## src/hw/rtl/st2ptw_pkg.sv

```systemverilog
// Shared types, codes and constants of the stage-2 page table walker.
package st2ptw_pkg;

    localparam int PHYS_ADDR_BITS_DEFAULT = 48;

    localparam int GUEST_ADDR_W  = 56;
    localparam int DESC_W        = 64;
    localparam int OUT_ADDR_W    = 48;
    localparam int SIZE_OFFSET_W = 6;
    localparam int PAGE_INDEX_W  = 9;
    localparam int LEVEL_W       = 2;
    localparam int KIND_W        = 3;
    localparam int CFG_INDEX_W   = 1;
    localparam int CFG_DATA_W    = 48;
    localparam int IN_TDATA_W    = 120;
    localparam int OUT_TDATA_W   = 120;

    localparam logic [KIND_W-1:0] KIND_READ       = 3'd0;
    localparam logic [KIND_W-1:0] KIND_LEAF       = 3'd1;
    localparam logic [KIND_W-1:0] KIND_FAULT      = 3'd2;
    localparam logic [KIND_W-1:0] KIND_RANGE      = 3'd3;
    localparam logic [KIND_W-1:0] KIND_UNEXPECTED = 3'd4;

    localparam logic OP_START = 1'b0;
    localparam logic OP_DESC  = 1'b1;

    localparam logic [CFG_INDEX_W-1:0] REG_SIZE_OFFSET = 1'b0;
    localparam logic [CFG_INDEX_W-1:0] REG_TABLE_BASE  = 1'b1;

    localparam logic [SIZE_OFFSET_W-1:0] SIZE_OFFSET_RESET = 6'd32;
    localparam logic [LEVEL_W-1:0]       START_LEVEL       = 2'd2;
    localparam logic [LEVEL_W-1:0]       LAST_LEVEL        = 2'd3;

    typedef struct packed {
        logic                    pending;
        logic [LEVEL_W-1:0]      level;
        logic [PAGE_INDEX_W-1:0] page_index;
    } walk_state_t;

    typedef struct packed {
        logic [KIND_W-1:0]     kind;
        logic [OUT_ADDR_W-1:0] read_address;
        logic [DESC_W-1:0]     leaf_descriptor;
        logic [LEVEL_W-1:0]    walk_level;
    } walk_result_t;

endpackage

```

## src/hw/rtl/st2ptw_step.sv

```systemverilog
// Decode of one walker item: the result and the next walk state.
module st2ptw_step #(
    parameter int PHYS_ADDR_BITS = st2ptw_pkg::PHYS_ADDR_BITS_DEFAULT
) (
    input  logic                                   operation,
    input  logic [st2ptw_pkg::GUEST_ADDR_W-1:0]    guest_address,
    input  logic [st2ptw_pkg::DESC_W-1:0]          descriptor_data,
    input  logic [st2ptw_pkg::SIZE_OFFSET_W-1:0]   input_size_offset,
    input  logic [st2ptw_pkg::OUT_ADDR_W-1:0]      table_base_address,
    input  st2ptw_pkg::walk_state_t                state_cur,
    output st2ptw_pkg::walk_state_t                state_upd,
    output st2ptw_pkg::walk_result_t               result
);

    localparam logic [st2ptw_pkg::DESC_W-1:0] PhysMask =
        (64'd1 << PHYS_ADDR_BITS) - 64'd1;

    function automatic logic [63:0] low_mask(input logic [6:0] n);
        logic [63:0] m;
        if (n >= 7'd64)
        begin
            m = '1;
        end
        else
        begin
            m = (64'd1 << n) - 64'd1;
        end
        return m;
    endfunction

    logic [6:0]                          ias;
    logic [6:0]                          tsize;
    logic [63:0]                         range_mask;
    logic [63:0]                         base_mask;
    logic                                out_of_range;
    logic [st2ptw_pkg::OUT_ADDR_W-1:0]   base_aligned;
    logic [st2ptw_pkg::OUT_ADDR_W-1:0]   l2_address;
    logic [st2ptw_pkg::DESC_W-1:0]       next_table;
    logic [st2ptw_pkg::OUT_ADDR_W-1:0]   l3_address;
    logic [st2ptw_pkg::LEVEL_W-1:0]      level;
    logic                                desc_valid;
    logic                                desc_table;

    assign ias          = 7'd64 - {1'b0, input_size_offset};
    assign tsize        = (ias > 7'd18) ? (ias - 7'd18) : 7'd0;
    assign range_mask   = low_mask(ias);
    assign base_mask    = low_mask(tsize);
    assign out_of_range = (ias < 7'd56)
                          && ((guest_address & ~range_mask[st2ptw_pkg::GUEST_ADDR_W-1:0]) != '0);
    assign base_aligned = table_base_address & ~base_mask[st2ptw_pkg::OUT_ADDR_W-1:0];
    // Once the range check passes, the address bits above the input size are zero.
    assign l2_address   = base_aligned | {10'd0, guest_address[55:21], 3'b000};
    assign next_table   = descriptor_data & PhysMask;
    assign l3_address   = {next_table[47:12], state_cur.page_index, 3'b000};
    assign level        = (state_cur.level == st2ptw_pkg::LAST_LEVEL)
                          ? st2ptw_pkg::LAST_LEVEL : st2ptw_pkg::START_LEVEL;
    assign desc_valid   = descriptor_data[0];
    assign desc_table   = descriptor_data[1];

    always_comb
    begin
        state_upd = state_cur;
        result    = '0;
        if (operation == st2ptw_pkg::OP_START)
        begin
            if (out_of_range)
            begin
                state_upd.pending = 1'b0;
                state_upd.level   = st2ptw_pkg::START_LEVEL;
                result.kind       = st2ptw_pkg::KIND_RANGE;
            end
            else
            begin
                state_upd.pending    = 1'b1;
                state_upd.level      = st2ptw_pkg::START_LEVEL;
                state_upd.page_index = guest_address[20:12];
                result.kind          = st2ptw_pkg::KIND_READ;
                result.read_address  = l2_address;
                result.walk_level    = st2ptw_pkg::START_LEVEL;
            end
        end
        else if (!state_cur.pending)
        begin
            result.kind = st2ptw_pkg::KIND_UNEXPECTED;
        end
        else if (!desc_valid || (level == st2ptw_pkg::LAST_LEVEL && !desc_table))
        begin
            state_upd.pending = 1'b0;
            state_upd.level   = st2ptw_pkg::START_LEVEL;
            result.kind       = st2ptw_pkg::KIND_FAULT;
            result.walk_level = level;
        end
        else if (level == st2ptw_pkg::LAST_LEVEL || !desc_table)
        begin
            state_upd.pending      = 1'b0;
            state_upd.level        = st2ptw_pkg::START_LEVEL;
            result.kind            = st2ptw_pkg::KIND_LEAF;
            result.leaf_descriptor = descriptor_data;
            result.walk_level      = level;
        end
        else
        begin
            state_upd.level     = st2ptw_pkg::LAST_LEVEL;
            result.kind         = st2ptw_pkg::KIND_READ;
            result.read_address = l3_address;
            result.walk_level   = st2ptw_pkg::LAST_LEVEL;
        end
    end

endmodule

```

## src/hw/rtl/stage2_page_table_walker.sv

```systemverilog
// Stage-2 page table walker top level with stream ports and configuration registers.
//
// The walker takes one item per clock cycle while the output side keeps taking results,
// and returns exactly one result item for each, in order. An item passes through the
// input register and then the result register, with the whole decode (range check,
// level-2 or level-3 address, descriptor classification) done by a single step between
// them. The walk state is updated as an item passes from the input register to the
// result register, so a descriptor item that follows a start item directly sees the new
// walk. While an earlier result waits for the output side to take it, an empty input
// register can still let the next item in.
module stage2_page_table_walker #(
    parameter int PHYS_ADDR_BITS = st2ptw_pkg::PHYS_ADDR_BITS_DEFAULT
) (
    input  logic                                  clk,
    input  logic                                  rst_n,
    input  logic                                  cfg_we,
    input  logic [st2ptw_pkg::CFG_INDEX_W-1:0]    cfg_index,
    input  logic [st2ptw_pkg::CFG_DATA_W-1:0]     cfg_data,
    input  logic                                  s_axis_tvalid,
    output logic                                  s_axis_tready,
    // guest_address [55:0], descriptor_data [119:56]
    input  logic [st2ptw_pkg::IN_TDATA_W-1:0]     s_axis_tdata,
    // operation [0]
    input  logic                                  s_axis_tuser,
    output logic                                  m_axis_tvalid,
    input  logic                                  m_axis_tready,
    // read_address [47:0], leaf_descriptor [111:48], walk_level [113:112], zero above
    output logic [st2ptw_pkg::OUT_TDATA_W-1:0]    m_axis_tdata,
    // result_kind [2:0]
    output logic [st2ptw_pkg::KIND_W-1:0]         m_axis_tuser
);

    logic [st2ptw_pkg::SIZE_OFFSET_W-1:0] input_size_offset_reg;
    logic [st2ptw_pkg::OUT_ADDR_W-1:0]    table_base_address_reg;

    logic                                 in_valid_reg;
    logic                                 in_op_reg;
    logic [st2ptw_pkg::GUEST_ADDR_W-1:0]  in_addr_reg;
    logic [st2ptw_pkg::DESC_W-1:0]        in_desc_reg;

    st2ptw_pkg::walk_state_t              state_reg;
    st2ptw_pkg::walk_state_t              state_next;
    st2ptw_pkg::walk_result_t             result_next;

    logic                                 out_valid_reg;
    st2ptw_pkg::walk_result_t             out_result_reg;

    logic                                 advance;
    logic                                 take_in;
    logic                                 move;

    assign advance       = !out_valid_reg || m_axis_tready;
    assign s_axis_tready = !in_valid_reg || advance;
    assign take_in       = s_axis_tvalid && s_axis_tready;
    assign move          = in_valid_reg && advance;

    st2ptw_step #(
        .PHYS_ADDR_BITS(PHYS_ADDR_BITS)
    ) u_step (
        .operation          (in_op_reg),
        .guest_address      (in_addr_reg),
        .descriptor_data    (in_desc_reg),
        .input_size_offset  (input_size_offset_reg),
        .table_base_address (table_base_address_reg),
        .state_cur          (state_reg),
        .state_upd          (state_next),
        .result             (result_next)
    );

    always_ff @(posedge clk or negedge rst_n)
    begin
        if (!rst_n)
        begin
            input_size_offset_reg  <= st2ptw_pkg::SIZE_OFFSET_RESET;
            table_base_address_reg <= '0;
        end
        else if (cfg_we)
        begin
            case (cfg_index)
                st2ptw_pkg::REG_SIZE_OFFSET:
                begin
                    input_size_offset_reg <= cfg_data[st2ptw_pkg::SIZE_OFFSET_W-1:0];
                end
                st2ptw_pkg::REG_TABLE_BASE:
                begin
                    table_base_address_reg <= cfg_data;
                end
                default:
                begin
                end
            endcase
        end
    end

    always_ff @(posedge clk or negedge rst_n)
    begin
        if (!rst_n)
        begin
            in_valid_reg  <= 1'b0;
            out_valid_reg <= 1'b0;
            state_reg     <= '{pending: 1'b0, level: st2ptw_pkg::START_LEVEL, page_index: '0};
        end
        else
        begin
            if (s_axis_tready)
            begin
                in_valid_reg <= s_axis_tvalid;
            end
            if (advance)
            begin
                out_valid_reg <= in_valid_reg;
            end
            if (move)
            begin
                state_reg <= state_next;
            end
        end
    end

    always_ff @(posedge clk)
    begin
        if (take_in)
        begin
            in_op_reg   <= s_axis_tuser;
            in_addr_reg <= s_axis_tdata[55:0];
            in_desc_reg <= s_axis_tdata[119:56];
        end
        if (move)
        begin
            out_result_reg <= result_next;
        end
    end

    assign m_axis_tvalid = out_valid_reg;
    assign m_axis_tuser  = out_result_reg.kind;
    assign m_axis_tdata  = {6'd0, out_result_reg.walk_level, out_result_reg.leaf_descriptor,
                            out_result_reg.read_address};

`ifndef SYNTHESIS
    assert property (@(posedge clk) disable iff (!rst_n)
        state_reg.level == st2ptw_pkg::LAST_LEVEL |-> state_reg.pending)
        else $error("Walk at the last level without a walk pending.");

    assert property (@(posedge clk) disable iff (!rst_n)
        m_axis_tvalid && m_axis_tuser != st2ptw_pkg::KIND_LEAF |-> m_axis_tdata[111:48] == '0)
        else $error("Leaf descriptor set on a result that is not a leaf.");

    assert property (@(posedge clk) disable iff (!rst_n)
        m_axis_tvalid && (m_axis_tuser == st2ptw_pkg::KIND_RANGE
                          || m_axis_tuser == st2ptw_pkg::KIND_UNEXPECTED)
        |-> m_axis_tdata[113:112] == '0)
        else $error("Level reported on an out-of-range or unexpected result.");

    assert property (@(posedge clk) disable iff (!rst_n)
        move && in_op_reg == st2ptw_pkg::OP_DESC && !state_reg.pending
        |=> m_axis_tuser == st2ptw_pkg::KIND_UNEXPECTED && $stable(state_reg))
        else $error("Descriptor while idle did not give an unexpected result.");
`endif

endmodule

```

## config.mk

```make
export PLATFORM = sky130hd
export DESIGN_NAME = stage2_page_table_walker
export DESIGN_NICKNAME = d
export VERILOG_FILES = /design/src/hw/rtl/st2ptw_pkg.sv /design/src/hw/rtl/st2ptw_step.sv /design/src/hw/rtl/stage2_page_table_walker.sv
export SDC_FILE = /design/constraint.sdc
export NUM_CORES = 1
export LEC_CHECK = 0
export CAP_MARGIN = 20
export CORE_MARGIN = 2
export CORE_UTILIZATION = 30
export CTS_CLUSTER_DIAMETER = 40
export DETAILED_ROUTE_END_ITERATION = 16
export DONT_BUFFER_PORTS = 1
export HOLD_SLACK_MARGIN = 0.1
export SLEW_MARGIN = 20
export SYNTH_ARGS = -nofsm -noshare
export SYNTH_HDL_FRONTEND = slang
export SYNTH_SLANG_ARGS = --single-unit
```

## constraint.sdc

```tcl
create_clock -name clk -period 7.1 [get_ports clk]
set_input_delay 1.065 -clock clk [delete_from_list [all_inputs] [get_ports clk]]
set_output_delay 1.065 -clock clk [all_outputs]
set_load 0.02 [all_outputs]
```

After elaboration in Yosys (flattened, before gate mapping):

Cells that the tools add are included.

* flip-flop bits (word level): 306
* input bits: 175
* output and inout port bits: 125
* logic and storage cells: 79

* add/subtract/negate cells: 4
* $lt $le $gt $ge: 4
* equality and inequality tests: 3
* shifts and indexed selects: 2
* multiplexer cells: 24
* bitwise gates (word level): 10
* reduce and logical (&&, ||, !) cells: 18

Operators with widths (count)
* $mux 48: 3
* $mux 114: 1
* $mux 112: 1
* $mux 64: 1
* $and 56x56->56: 1
* $mux 56: 1
* $not 56->56: 1
* $reduce_bool 56->1: 1
* $shl 1x7->56 const A: 1
* $sub 56x1->56 const B: 1
* $mux 51: 1
* $and 48x48->48: 1
* $not 48->48: 1
* $or 48x38->48: 1
* $shl 1x7->48 const A: 1
* $sub 48x1->48 const B: 1
* $mux 3: 6
* $ge 7x7->1 const B: 2
* $mux 2: 5
* $gt 7x5->1 const B: 1
* $lt 7x6->1 const B: 1
* $mux 7: 1
* $sub 7x5->7 const B: 1
* $sub 7x6->7 const A: 1
* other kinds (10): 29

Longest topological paths before layout:

* depth in word-level cells: 11
* mapped depth: 25
* gate-level depth less buffers: 20

By module:

A second synthesis with hierarchy kept.

* cells, all modules: 1407
* area, all modules: 15746.4 um^2

By module, submodules not included
* stage2_page_table_walker: times used 1, cells each 395, area an instance 9834.4 um^2, seq. area each 8851.0 um^2
* st2ptw_step: times used 1, cells each 1012, area an instance 5911.9 um^2, seq. area each 0.0 um^2

Least setup slack after synthesis:

OpenSTA, ideal clock, no wires.

* path kind: reg2reg
* from: register input_size_offset_reg[0] (netlist bit)
* to: register out_result_reg, in the netlist m_axis_tdata[36] (data pin)
* data arrival time: 5.268 ns
* required time: 6.833 ns
* path slack: 1.565 ns
* stages on the path, launching flop included: 25
* path buffers: 5
* path through: dfrtp_1 -> clkbuf_1 -> clkbuf_1 -> inv_1 -> clkbuf_1 -> ha_1 -> ha_1 -> clkbuf_1 -> inv_1 -> ha_1 -> nor2b_1 -> a21boi_0 -> o32a_1 -> nor2_1 -> nor2_1 -> nand2_1 -> ha_1 -> buf_1 -> o41a_1 -> nand2_1 -> nor2_1 -> o21ai_0 -> a221o_1 -> a31oi_1 -> o21ai_0

RTL lines
* from (decl): line stage2_page_table_walker.sv:33 `logic [st2ptw_pkg::SIZE_OFFSET_W-1:0] input_size_offset_reg;`
* from (signal assigned): line stage2_page_table_walker.sv:74 `input_size_offset_reg <= st2ptw_pkg::SIZE_OFFSET_RESET;`
* from (signal assigned): line stage2_page_table_walker.sv:82 `input_size_offset_reg <= cfg_data[st2ptw_pkg::SIZE_OFFSET_W-1:0];`
* to (signal assigned): line stage2_page_table_walker.sv:130 `out_result_reg <= result_next;`
* to (decl): line stage2_page_table_walker.sv:46 `st2ptw_pkg::walk_result_t out_result_reg;`

==> summary.md <==
| Metric | Value |
|---|---|
| Final hold vios | `0` |
| Status | `finished clean` |
| Max incr delay on CP | `630 ps` |
| Worst slew margin | `24.1%` |
| Skew-Pair Late Insertion Delay | `600 ps` |
| R2R depth | `18` |
| Post-route DRC | `0` |
| CTS root buffer | `clkbuf_16` |
| Setup Buffers After CTS | `0` |
| Worst Path Max Fanout | `21` |
| Htree depth | `2` |
| Setup TNS | `0 ps` |
| Vias in the first global route | `12400` |
| Post-DP HPWL | `45900 um` |
| Share of cells above drive strength 1 | `16.6%` |
| Global placer's final weighted congestion | `0.988` |
| WP data required | `7440 ps` |
| Largest net degree at the start of global routing | `78` |
| Yosys Warn Count | `0` |
| Initial antenna violation count | `3` |
| Worst path most repeated cell | `ha_1` |
| Max-slew violation count | `0` |
| CTS Hold Bufs | `0` |
| Area Growth Syn to Fin | `17.2%` |
| Nature of the critical path startpoint | `flop` |
| Max-cap viol count | `0` |
| Non-Filler Instances | `2192` |
| DRT iter0 DRCs | `1574` |
| Commonest cells post-synth | `edfxtp_1, nand2_1, o21ai_0` |
| Register area share after synthesis | `56.4%` |
| Die Y | `233 um` |
| DR vias | `12700` |
| CP Capture Type | `flop` |
| Final setup violating endpoints | `0` |
| Die X | `233 um` |
| Total global routing track utilization | `22.1%` |
| Most numerous cell in the Yosys netlist | `edfxtp_1` |
| Syn Inst Count | `1438` |
| Final core occ | `35.7%` |
| CTS tree | `built` |
| Worst path arrival time | `6210 ps` |
| Post-Route Skew | `30.0 ps` |
| Number of flip-flops in the largest register | `114` |
| Initial Util | `30.5%` |
| Clk sink count | `306` |
| Share of the synthesized area in the top cell type | `45.5%` |
| Maximum root-to-sink buffer count | `3` |
| Dpl cells | `2094` |
| Worst-Margin Slew | `1140 ps` |
| Design Power | `6.67 mW` |
| Number of synthesized flops with an enable pin | `238` |
| # resized after CTS | `0` |
| Unrepaired setup endpoints after global routing | `no` |
| Post-synth cell types | `92` |
| Nets | `1651` |
| Synth area leaders | `edfxtp_1, dfrtp_1, mux2_2` |
| Post-DRT Antenna Nets | `0` |
| Slowest CP cell | `ha_1` |
| Synth Cell Area | `15700 sq um` |
| WL/cell | `27.9 um` |
| Tmin final | `5870 ps` |
| Worst hold path class | `input port to async pin` |
| Asr flop ratio synth | `22.2%` |
| Die footprint | `54200 sq um` |
| Crit-path cells | `inv_1 > ha_1 > ha_1 > inv_1 > ha_1 > nor2b_1 > a21boi_0 > o32a_1 > nor2_1 > nor2_1 > nand2_1 > ha_1 > o41ai_1 > nor2_1 > buf_4 > or4_1 > a41oi_1 > o21ai_0` |
| Vias/cell | `5.79` |
| Synth area leader | `edfxtp_1` |
| Peak supply drop | `0.193 mV` |
| Row count | `83` |
| # IOs | `300` |
| Ys flop type | `edfxtp_1` |
| Leak Pwr | `6.69 nW` |
| Setup CP Type | `flop to flop` |
| Crit. Startpoint | `input_size_offset_reg[1]$_DFFE_PN0P_` |
| Max Clk Rate | `170 MHz` |
| R2r startpoint | `input_size_offset_reg[1]$_DFFE_PN0P_` |
| Seq cells post-synth | `306` |
| Period utilisation layout | `82.7%` |
| Congestion Overflow GR | `0` |
| Power per standard cell area | `362 nW/um^2` |
| Core area | `51500 sq um` |
| PortBufs | `0` |
| Global-route wire length before repair | `88000 um` |
| Cts bufs inserted | `50` |
| Drt first pass iters | `5` |
| Mapped Avg Cell Area | `10.9 sq um` |
| Final WL | `61000 um` |
| Clock slew at reported path FFs | `60 ps` |
[final cells by class]
class	instances	area [sq um]
fillers	5146	33100
flip-flops and latches	306	8850
multi-input cells	1015	6390
clock buffers	61	1330
well taps	680	851
repair buffers	72	553
clock inverters	33	332
inverters	21	81.3
diodes	4	10.0
[kinds of logic (layout without fill, tap and decap cells)]
kind of cell             after synthesis  after routing  share of synthesized area [%]
AO/OA/AOI/OAI                        390            390                           16.6
adder cells (fa/ha/maj)               10             10                          0.797
XOR/XNOR                              27             27                           1.51
multiplexers                          62             62                           4.38
buffers and inverters                122            187                           3.28
flip-flops                           306            306                           56.4
other                                  1             10                         0.0239
AND/OR/NAND/NOR                      520            520                           17.0
[report_power, final]
group          total, mW  internal (mW)  switching (mW)
Combinational       1.96          0.651            1.31
Clock               2.36           1.41           0.950
Sequential          2.34           2.13           0.208
Total               6.67           4.20            2.47
[worst max-delay path, delay by kind of cell, from the launching register on]
family	cells	cell delay (ps)
flip-flops	1	570
buffers and inverters	3	690
adder cells (fa/ha/maj)	4	1550
AND/OR/NAND/NOR	6	1490
AO/OA/AOI/OAI	5	1310
[cell usage in the layout (no fill, tap or decap), types with 12 or more instances in the layout]
master     Yosys  routed
a31oi_1       35      34
dfrtp_1       66      66
or3_1         12      12
a211oi_1      13      13
mux2_2        53      53
nand4_1       21      21
o21a_1        14      14
o21ai_0      108     106
nor4_1        12      12
o22ai_1       15      15
nand2b_1      15      15
and3_1        70      68
o21ai_1       10      12
xnor2_1       23      23
clkbuf_16      0      51
a21oi_1       48      48
inv_1         21      20
o211ai_1      27      27
nor3b_1       12      12
nand3_1       41      41
nor2_1        96      96
buf_4          8      71
nor3_1        35      35
nand2_1      150     149
edfxtp_1     238     238
[routing by layer]
layer / share of wire, % / GRT usage (%) / wire length (um)
met5: 0 / 0 / 0
met4: 3.8 / 8.68 / 2300
met3: 7.5 / 4.40 / 4590
met2: 47 / 35.5 / 28900
met1: 41 / 29.2 / 25300
[final timing paths]
path                       slack, ps                                endpoint
setup / recovery                1230              m_axis_tdata[22]$_DFFE_PP_
hold / removal                   170  table_base_address_reg[40]$_DFFE_PN0P_
setup reg to reg                1230              m_axis_tdata[22]$_DFFE_PP_
min in group clk                 490               m_axis_tvalid$_DFFE_PN0P_
max in group asynchronous       6640               state_reg[10]$_DFFE_PN1P_
hold reg to reg                  490               m_axis_tvalid$_DFFE_PN0P_
[metrics by stage]
step	hold WS, ps	instance area, sq um	setup WS, ps
floorplan	457	15700	1570
global placement	472	16700	1540
detailed placement	484	16700	1310
CTS	139	18400	1280
global route	147	18400	769
finish	174	18400	1230
No activity file was read; power rests on OpenSTA's default activity.
